File: src/hdl/iotu_pkg.sv
package iotu_pkg;

    localparam int MODE_W    = 2;
    localparam int PRED_W    = 10;
    localparam int LAT_W     = 16;
    localparam int NODE_W    = 10;
    localparam int CYCLE_W   = 32;
    localparam int WIDTH_W   = 5;

    localparam logic [MODE_W-1:0]  MODE_START = 2'd0;
    localparam logic [MODE_W-1:0]  MODE_PRED  = 2'd1;
    localparam logic [MODE_W-1:0]  MODE_ISSUE = 2'd2;
    localparam logic [MODE_W-1:0]  MODE_NONE  = 2'd3;

    localparam logic [CYCLE_W-1:0] CYCLE_MAX  = 32'hFFFF_FFFF;

    typedef enum logic [1:0] {
        KIND_START,
        KIND_PRED,
        KIND_ISSUE
    } kind_t;

    typedef struct packed {
        logic [MODE_W-1:0] mode;
        logic [PRED_W-1:0] pred_index;
        logic [LAT_W-1:0]  latency;
    } in_t;

    typedef struct packed {
        logic [NODE_W-1:0]  node_index;
        logic [CYCLE_W-1:0] issue_cycle;
        logic [CYCLE_W-1:0] schedule_length;
    } out_t;

    typedef struct packed {
        kind_t             kind;
        logic [PRED_W-1:0] pred;
        logic [LAT_W-1:0]  latency;
    } op_t;

endpackage

File: src/hdl/iotu_front.sv
module iotu_front (
    input  logic          clk,
    input  logic          rst_n,
    input  logic          in_valid,
    output logic          in_ready,
    input  iotu_pkg::in_t in_data,
    output logic          op_valid,
    input  logic          op_ready,
    output iotu_pkg::op_t op
);

    localparam int QD  = 2;
    localparam int PW  = $clog2(QD);
    localparam int CW  = $clog2(QD + 1);
    localparam logic [PW-1:0] PTR_LAST = PW'(QD - 1);
    localparam logic [CW-1:0] CNT_FULL = CW'(QD);

    iotu_pkg::op_t  q_mem [QD];
    logic [PW-1:0]  wr_ptr_reg, wr_ptr_next;
    logic [PW-1:0]  rd_ptr_reg, rd_ptr_next;
    logic [CW-1:0]  count_reg, count_next;
    iotu_pkg::op_t  op_in;
    logic           keep;
    logic           push;
    logic           pop;

    // Mode three carries no work and is dropped once transferred.
    always_comb
    begin
        op_in.pred    = in_data.pred_index;
        op_in.latency = in_data.latency;
        op_in.kind    = iotu_pkg::KIND_START;
        keep          = 1'b1;
        unique case (in_data.mode)
            iotu_pkg::MODE_START: op_in.kind = iotu_pkg::KIND_START;
            iotu_pkg::MODE_PRED:  op_in.kind = iotu_pkg::KIND_PRED;
            iotu_pkg::MODE_ISSUE: op_in.kind = iotu_pkg::KIND_ISSUE;
            iotu_pkg::MODE_NONE:  keep = 1'b0;
            default:              keep = 1'b0;
        endcase
    end

    assign in_ready = (count_reg != CNT_FULL);
    assign op_valid = (count_reg != '0);
    assign op       = q_mem[rd_ptr_reg];
    assign push     = in_valid && in_ready && keep;
    assign pop      = op_valid && op_ready;

    always_comb
    begin
        wr_ptr_next = wr_ptr_reg;
        rd_ptr_next = rd_ptr_reg;
        count_next  = count_reg;
        if (push)
        begin
            wr_ptr_next = (wr_ptr_reg == PTR_LAST) ? '0 : wr_ptr_reg + PW'(1);
        end
        if (pop)
        begin
            rd_ptr_next = (rd_ptr_reg == PTR_LAST) ? '0 : rd_ptr_reg + PW'(1);
        end
        if (push && !pop)
        begin
            count_next = count_reg + CW'(1);
        end
        else if (pop && !push)
        begin
            count_next = count_reg - CW'(1);
        end
    end

    always_ff @(posedge clk or negedge rst_n)
    begin
        if (!rst_n)
        begin
            wr_ptr_reg <= '0;
            rd_ptr_reg <= '0;
            count_reg  <= '0;
        end
        else
        begin
            wr_ptr_reg <= wr_ptr_next;
            rd_ptr_reg <= rd_ptr_next;
            count_reg  <= count_next;
        end
    end

    always_ff @(posedge clk)
    begin
        if (push)
        begin
            q_mem[wr_ptr_reg] <= op_in;
        end
    end

endmodule

File: config.mk
export PLATFORM = sky130hd
export DESIGN_NAME = iotu_front
export DESIGN_NICKNAME = d
export VERILOG_FILES = /design/src/hdl/iotu_pkg.sv /design/src/hdl/iotu_front.sv
export SDC_FILE = /design/constraint.sdc
export NUM_CORES = 1
export LEC_CHECK = 0
export ABC_AREA = 0
export BUFFER_PORTS_ARGS = -buffer_cell sky130_fd_sc_hd__buf_2
export CAP_MARGIN = 20
export CORE_AREA = 5 5 86 88
export DETAILED_ROUTE_END_ITERATION = 8
export DIE_AREA = 0 0 91 93
export PLACE_DENSITY = 0.56
export SYNTH_ARGS = -nofsm -noshare
export SYNTH_HDL_FRONTEND = slang
export SYNTH_SLANG_ARGS = --single-unit
File: constraint.sdc
create_clock -name clk -period 2.4 [get_ports clk]
set_input_delay 0.48 -clock clk [delete_from_list [all_inputs] [get_ports clk]]
set_output_delay 0.48 -clock clk [all_outputs]
set_load 0.03 [all_outputs]
Word level (Yosys, flattened, before mapping)
Memories as Yosys holds them, arrays and structs flattened.
Cells that the tools add are included.
Operators by class
  mux-type cells: 8
  reduce and logical (&&, ||, !) cells: 9
  equality and inequality tests: 4
  add/sub/neg operators: 4
Operators with widths (number)
  logical AND 1 bit: 5
  two-way mux 1 bit: 5
  == test 2 bit, second input constant: 2
  two-way mux 2 bit: 2
  case mux 2 bit (2 select lines): 1
  nonzero test 2 bit: 2
  adder 1 bit, second input constant: 2
  adder 2 x 1 -> 2 bit, second input constant: 1
  == test 2 x 1 -> 1 bit, second input constant: 1
  logical NOT 1 bit: 2
  != test 2 bit, second input constant: 1
  subtractor 2 x 1 -> 2 bit, second input constant: 1
Word-level totals
  memories: 1
  output and inout bits: 30
  word-level logic and storage cells: 29
  flip-flop bits (word level): 4
  RAM bits: 56
  input bits: 32
Memories
  q_mem: depth 2, bits a word 28, read ports 1, clocked after Yosys merged registers in 0, write ports 1, RTL line iotu_front.sv:18  | iotu_pkg::op_t q_mem [QD];

Longest topological paths before layout
Gate-level depths: netlist of the first run.
  word-level depth: 7
  gate-level depth with buffers: 7

Least setup slack after synthesis of the first run
No wires, ideal clock.
  kind: register to register
  start: register count_reg[0]
  end: memory q_mem[0][0] in the netlist's numbering (enable)
  clock period less this slack: 2.540 ns
  arrival time: 2.127 ns
  path buffers: 0
  data required time: 1.987 ns
  cell stages (with the launch flop): 4
  path slack: -0.140 ns
  cell sequence: dfrtp_1 > nand2b_1 > nand3_1 > nor2_1
On the way
  cells in the longest elaborated chain, start to end: 5
RTL lines
  from (decl): RTL line iotu_front.sv:21  | logic [CW-1:0] count_reg, count_next;
  from (signal assigned): RTL line iotu_front.sv:84  | count_reg <= count_next;
  != test 2 bit: RTL line iotu_front.sv:43  | assign in_ready = (count_reg != CNT_FULL);
  via in_ready: RTL line iotu_front.sv:5  | output logic in_ready,
  logical AND 1 bit (2 in a row): RTL line iotu_front.sv:46  | assign push = in_valid && in_ready && keep;
  two-way mux 1 bit: RTL line iotu_front.sv:90  | if (push)
  two-way mux 1 bit (not written as such): RTL line iotu_front.sv:92  | q_mem[wr_ptr_reg] <= op_in;
  to (decl): RTL line iotu_front.sv:18
The timed path passes the listed nets, and every way through them passes these cells.

==> results.md, run 1 <==
* Status: complete, no violations
* WL/cell at approximately 15 um
* Clock tree sinks at 60
* RD Place Congestion at 0.7658
* Worst IR Drop VDD at 0.5702 mV
* Syn_area_per_cell at between 20 and 25 um2
* Synth area leaders: edfxtp_1 (74%), mux2_2 (8.9%), mux2_4 (6.6%)
* Number of flip-flops in the largest register at 56
* Clock slew at reported path FFs at 0.06 ns
* Syn Inst Count at around 110
* Fraction of layout cells with a size suffix above 1 at 57.14%
* Final number of setup-violating endpoints at 0
* Die W at roughly 90 um
* Hold Path End: q_mem[1][10]
* # H-tree levels at 3
* CTS tree: done
* RR Startpoint: count_reg[0]
* Fill cells at about 590
* Final Hold Fails at 0
* CP Capture Type: output pin
* Startpoint Class: flop
* Slew Limit Headroom at slightly below 80%
* Hold path start: in_data[10]
* CP cell instances: buf_4 > mux2_2 > buf_2
* Async S/R FF share, synth at under 10%
* Port bufs at 61
* Antenna diode count at 0
* Via count at 1194
* Full die area at roughly 8500 um2
* Post-Syn Nets at approximately 140
* Nets@finish at 218
* Worst R2R Setup Slack at 0.84 ns
* Final min period at just over 2 ns
* Primary FF master, synth: edfxtp_1
* Share of the synthesized area in the top cell type at roughly three quarters
* Final ANT Viol Nets at 0
* Crit share post-route at 83.85%
* Post-Route WL at approximately 3900 um
* Drt initial violations at 48
* Setup TNS at 0 ns
* Initial Util at around a third
* Die Span Y at between 90 and 100 um
* Largest net degree at the start of global routing at 20
* Slowest-stage cell, CP: mux2_2
* Number of global-route vias before repair at 1280
* First-pass GRT wire length at approximately 6400 um
* Worst hold path cell count at 1
* Cell Rows at 30
* RSZ-0062 raised after global routing: false
* Area growth, synth to finish at 26.55%
* Pwr per Cell Area at approximately 1200 nW/um2
* Cell leakage power at roughly 0.0011 uW
* Crit-path max cell delay at roughly 0.38 ns
* Worst EP required at between 1.5 and 2 ns
* DRT Pass-1 Iters at 4
* Overall routing resource usage at under 10%
* Final total power at approximately 3600 uW
* Most common cell after layout, fill and taps aside: buf_2
* Crit Path Max Fanout at 19
* Tightest Pin Transition at between 0.3 and 0.4 ns
* Synthesized area at approximately 2300 um2
* Hold WS at roughly 0.35 ns
* Core area at roughly 6600 um2
* HPWL after detailed placement at 2856 um
* Number of remaining DRC errors at 0
* Synthesis Warnings at 0
* Max Buffers Root-to-Sink at 2
* CTS root buf: clkbuf_8
* Fin. max-slew vios at 0
* Post-synthesis cell type count at 17
* WS Path Type: reg -> out
* Maxcap violations at 0
* Post-synthesis register bit count at 60
* GRT overflow at 0
* Sequential fraction of the synthesis area at 78.11%
* Worst Path Arrival at 1.53 ns
* Post-synth EDFFs at between 50 and 60
* Num CTS Buffers at 9
* Worst skew pair latency at ~0.32 ns
* Reg2Reg Depth at 7
* FF-to-FF End: count_reg[1]
* Drt via density at 4.439
* Most frequent cells in the layout: buf_2 (61), edfxtp_1 (56), mux2_2 (18)
* Hold WC Path Type: in -> reg
* Dominant cell type by area after synthesis: edfxtp_1
* I/O pin count at 62
* FMAX at ~500 MHz
* Skew final at between 0.005 and 0.006 ns
* Initial antenna violation count at 0
cell families (layout without fill, tap and decap cells):
kind of cell | after synthesis | count (layout) | share of synthesized area, %
flip-flops | 60 | 60 | 78.11
XOR/XNOR | 5 | 5 | 1.920
AND/OR/NAND/NOR | 10 | 10 | 2.139
buffers and inverters | 5 | 85 | 1.810
adder cells (fa/ha/maj) | 1 | 1 | 0.5485
multiplexers | 28 | 28 | 15.47
worst max-delay path: cells and delay by family, from the launching register on:
kind                   cells  cell delay [ns]
DFF                        1             0.34
muxes                      1             0.38
buffers and inverters      2             0.48
final cells by class:
class | instances | area [um2] | area share [%]
Clock buffer | 12 | 135.1 | 4.681
Clock inverter | 3 | 38.79 | 1.344
Inverter | 2 | 7.507 | 0.2601
Multi-Input combinational cell | 44 | 462.9 | 16.04
Sequential cell | 60 | 1782 | 61.73
Tap cell | 80 | 100.1 | 3.468
Timing Repair Buffer | 68 | 360.3 | 12.48
worst max path at each step:
stage            startpoint           to  slack (ns)  depth (start not counted)
4_1_cts          rd_ptr_reg       op[13]        0.35                          3
3_5_place_dp     rd_ptr_reg       op[13]        0.72                          3
6_report         rd_ptr_reg       op[13]        0.39                          3
2_1_floorplan  count_reg[0]  q_mem[0][0]       -0.14                          3
5_1_grt          rd_ptr_reg       op[13]        0.31                          3
3_3_place_gp     rd_ptr_reg       op[13]        0.74                          3
timing repair:
item	in CTS	in global routing
hold endpoints to repair	4	0
hold buffers	1	0
gates resized for setup	0	0
setup buffers	0	0
synth_stat cells, types with 2 or more instances:
cell	n
edfxtp_1	56
mux2_2	18
mux2_4	10
dfrtp_1	4
nor2_1	3
xnor2_1	3
inv_1	2
nand2_1	2
nor2b_1	2
xor2_1	2
power by group:
part,switching (uW),total (uW),internal [uW]
clock network,344,813,470
registers,63.4,1440,1380
logic,827,1340,513
metal layers:
metal / vias up / global-route usage, % / routed length (um)
met5: - / 0 / 0
met4: 0 / 4.401 / 57
met3: 8 / 5.712 / 399
met2: 47 / 14.30 / 1718
met1: 572 / 11.94 / 1731
li1: 567 / - / -
per-stage QoR:
stage,worst slack (ns),cell area (um2),cells,utilization [%]
3_5_place_dp,0.7164,2703,253,41.14
4_1_cts,0.3473,2887,269,43.94
3_3_place_gp,0.7431,2703,253,41.14
2_1_floorplan,-0.1403,2281,109,-
5_1_grt,0.3134,2887,269,43.94
6_report,0.3875,2887,269,43.94
Note: power is estimated with default switching activity, not from simulation.
==> run 2, diff against run 1 <==
PLACE_DENSITY = 0.54   (was 0.56)
clock period = 2.1 ns   (was 2.4 ns; I/O delays follow)
==> run 2 against run 1 <==
Register-to-register slack worse by 0.41 ns; sequential share of layout area up 0.35 points; die area is the same; total power increased by 11%; cell area down 0.56%; first-iteration DRC count is 63% lower; critical endpoint is now op[20]; largest power group unchanged.
==> results.md, run 2 (synthesized netlist as in run 1, its figures left out) <==
* Worst EP required at 1.68 ns (-0.24 ns)
* # H-tree levels at 3 (unchanged)
* FMAX at around 530 MHz
* Clock tree sinks at 60 (unchanged)
* Slowest-stage cell, CP: mux2_2
* Initial Util at 34.72% (unchanged)
* Fin. max-slew vios at 0 (unchanged)
* Pwr per Cell Area at 1388 nW/um2 (+11%)
* Clock slew at reported path FFs at 0.06 ns (about the same)
* DRT Pass-1 Iters at 3 (-1)
* Largest net degree at the start of global routing at 17 (-15%)
* Die W at 91 um (unchanged)
* WL/cell at 14.88 um (+2.4%)
* End-of-flow core utilization at 43.70% (-0.25 points)
* Startpoint Class: flop
* Slew Limit Headroom at 77.69% (-1.9 points)
* Fin area at 2870 um2 (-0.56%)
* Final min period at roughly 1.9 ns
* CTS root buf: clkbuf_8
* Initial antenna violation count at 0 (unchanged)
* Fin worst setup slack at 0.2012 ns (-0.1863 ns)
* Nets@finish at 218 (unchanged)
* Maxcap violations at 0 (unchanged)
* Status: complete, no violations
* CP Capture Type: output pin
* Max Buffers Root-to-Sink at 2 (unchanged)
* Tightest Pin Transition at 0.3337 ns (+0.02707 ns)
* Crit Path Max Fanout at 16 (-3)
* Worst skew pair latency at 0.32 ns (about the same)
* Cell Rows at 30 (unchanged)
* Drt via density at 4.368 (-1.6%)
* CTS tree: done
* GRT overflow at 0 (unchanged)
* Buffers & Inverters on Critical Path at 2 (unchanged)
* Num CTS Buffers at 9 (unchanged)
* Post-Place Setup Slack at 0.4558 ns (-0.2606 ns)
* First-pass GRT wire length at 6492 um (+1.1%)
* Delay-heaviest family, CP: buffers and inverters
* RD Place Congestion at 0.7076 (-7.6%)
* Number of remaining DRC errors at 0 (unchanged)
* Hold WC Path Type: in -> reg
* Worst Path Arrival at 1.48 ns (-0.05 ns)
* Fraction of layout cells with a size suffix above 1 at 56.61% (-0.53 points)
* Number of flip-flops in the largest register at 56 (unchanged)
* Via count at 1175 (-1.6%)
* Overall routing resource usage at 10.15% (+0.25 points)
* WS Path Type: reg -> out
* Final number of setup-violating endpoints at 0 (unchanged)
* RSZ-0062 raised after global routing: false
* Skew final at 0.004563 ns (-0.0008606 ns)
* Placed cell areas at 2713 um2 (+0.37%)
* Post-Route WL at 4002 um (+2.4%)
* Most common cell after layout, fill and taps aside: buf_2
* Antenna diode count at 0 (unchanged)
* Final Hold Fails at 0 (unchanged)
* Die Span Y at 93 um (unchanged)
* Worst IR Drop VDD at 0.6576 mV (+15%)
* Number of global-route vias before repair at 1342 (+4.8%)
* Drt initial violations at 18 (-63%)
* HPWL after detailed placement at 2886 um (+1.1%)
* Crit-path max cell delay at 0.37 ns (about the same)
* Crit share post-route at about nine tenths
* Fill cells at 607 (+3.2%)
* Port bufs at 61 (unchanged)
* Full die area at 8463 um2 (unchanged)
* Area growth, synth to finish at 25.84%
* Final ANT Viol Nets at 0 (unchanged)
* Core area at 6569 um2 (unchanged)
* I/O pin count at 62 (unchanged)
* Cell leakage power at 0.001126 uW (-0.94%)
* Most frequent cells in the layout: buf_2 (61), edfxtp_1 (56), mux2_2 (18)
* CP cell instances: buf_4 > mux2_2 > buf_2
## run 2: cell types whose count changed in the layout (fill, tap and decap cells not counted), sizes merged
cell	previous run	this run
bufinv	1	0
clkbuf	12	10
clkinv	2	5
## run 2: layout make-up
class	instances	area [um2]	area share, %
Sequential cell	60	1782	62.08
Multi-Input combinational cell	44	473.0	16.48
Timing Repair Buffer	68	360.3	12.55
Clock buffer	10	127.6	4.446
Tap cell	80	100.1	3.487
Clock inverter	5	20.02	0.6975
Inverter	2	7.507	0.2616
## run 2: layer usage
metal	GRT usage [%]	part of all wire [%]	up-vias
met5	0	0	-
met4	4.401	1.2	0
met3	5.149	9.5	5
met2	16.47	50	47
met1	11.18	39	556
li1	-	-	567
## run 2: metrics by stage
step	total power [uW]	hold slack, ns	cells	setup TNS [ns]
after global routing	4219	0.2611	269	0
after detailed placement	3258	0.2343	253	0
after global placement	3221	0.2352	253	0
after floorplan	2858	0.1244	109	-24.66
after CTS	4060	0.2622	269	0
final	3983	0.2861	269	0
## run 2: final timing paths
check | startpoint | to | slack (ns) | cells past startpoint
worst max-delay path | rd_ptr_reg | op[20] | 0.20 | 3
worst min-delay path | in_data[21] | q_mem[0][21] | 0.29 | 1
worst max register to register | count_reg[0] | count_reg[1] | 0.43 | 7
worst min register to register | count_reg[1] | count_reg[1] | 0.49 | 1
max in group asynchronous | rst_n | wr_ptr_reg | 1.54 | 2
min in group asynchronous | rst_n | count_reg[0] | 0.44 | 2
## run 2: timing repair
action,4_1_cts,5_1_grt
setup endpoints to repair,0,0
hold endpoints to repair,4,0
buffers inserted,0,0
hold buffers,1,0
resized for setup,0,0
## run 2: power by group
part / switching [uW] / total, uW / leakage [uW] / internal (uW)
registers: 79.1 / 1660 / 0.000563 / 1580
clock network: 377 / 779 / 0.0000761 / 402
logic: 956 / 1550 / 0.000486 / 590
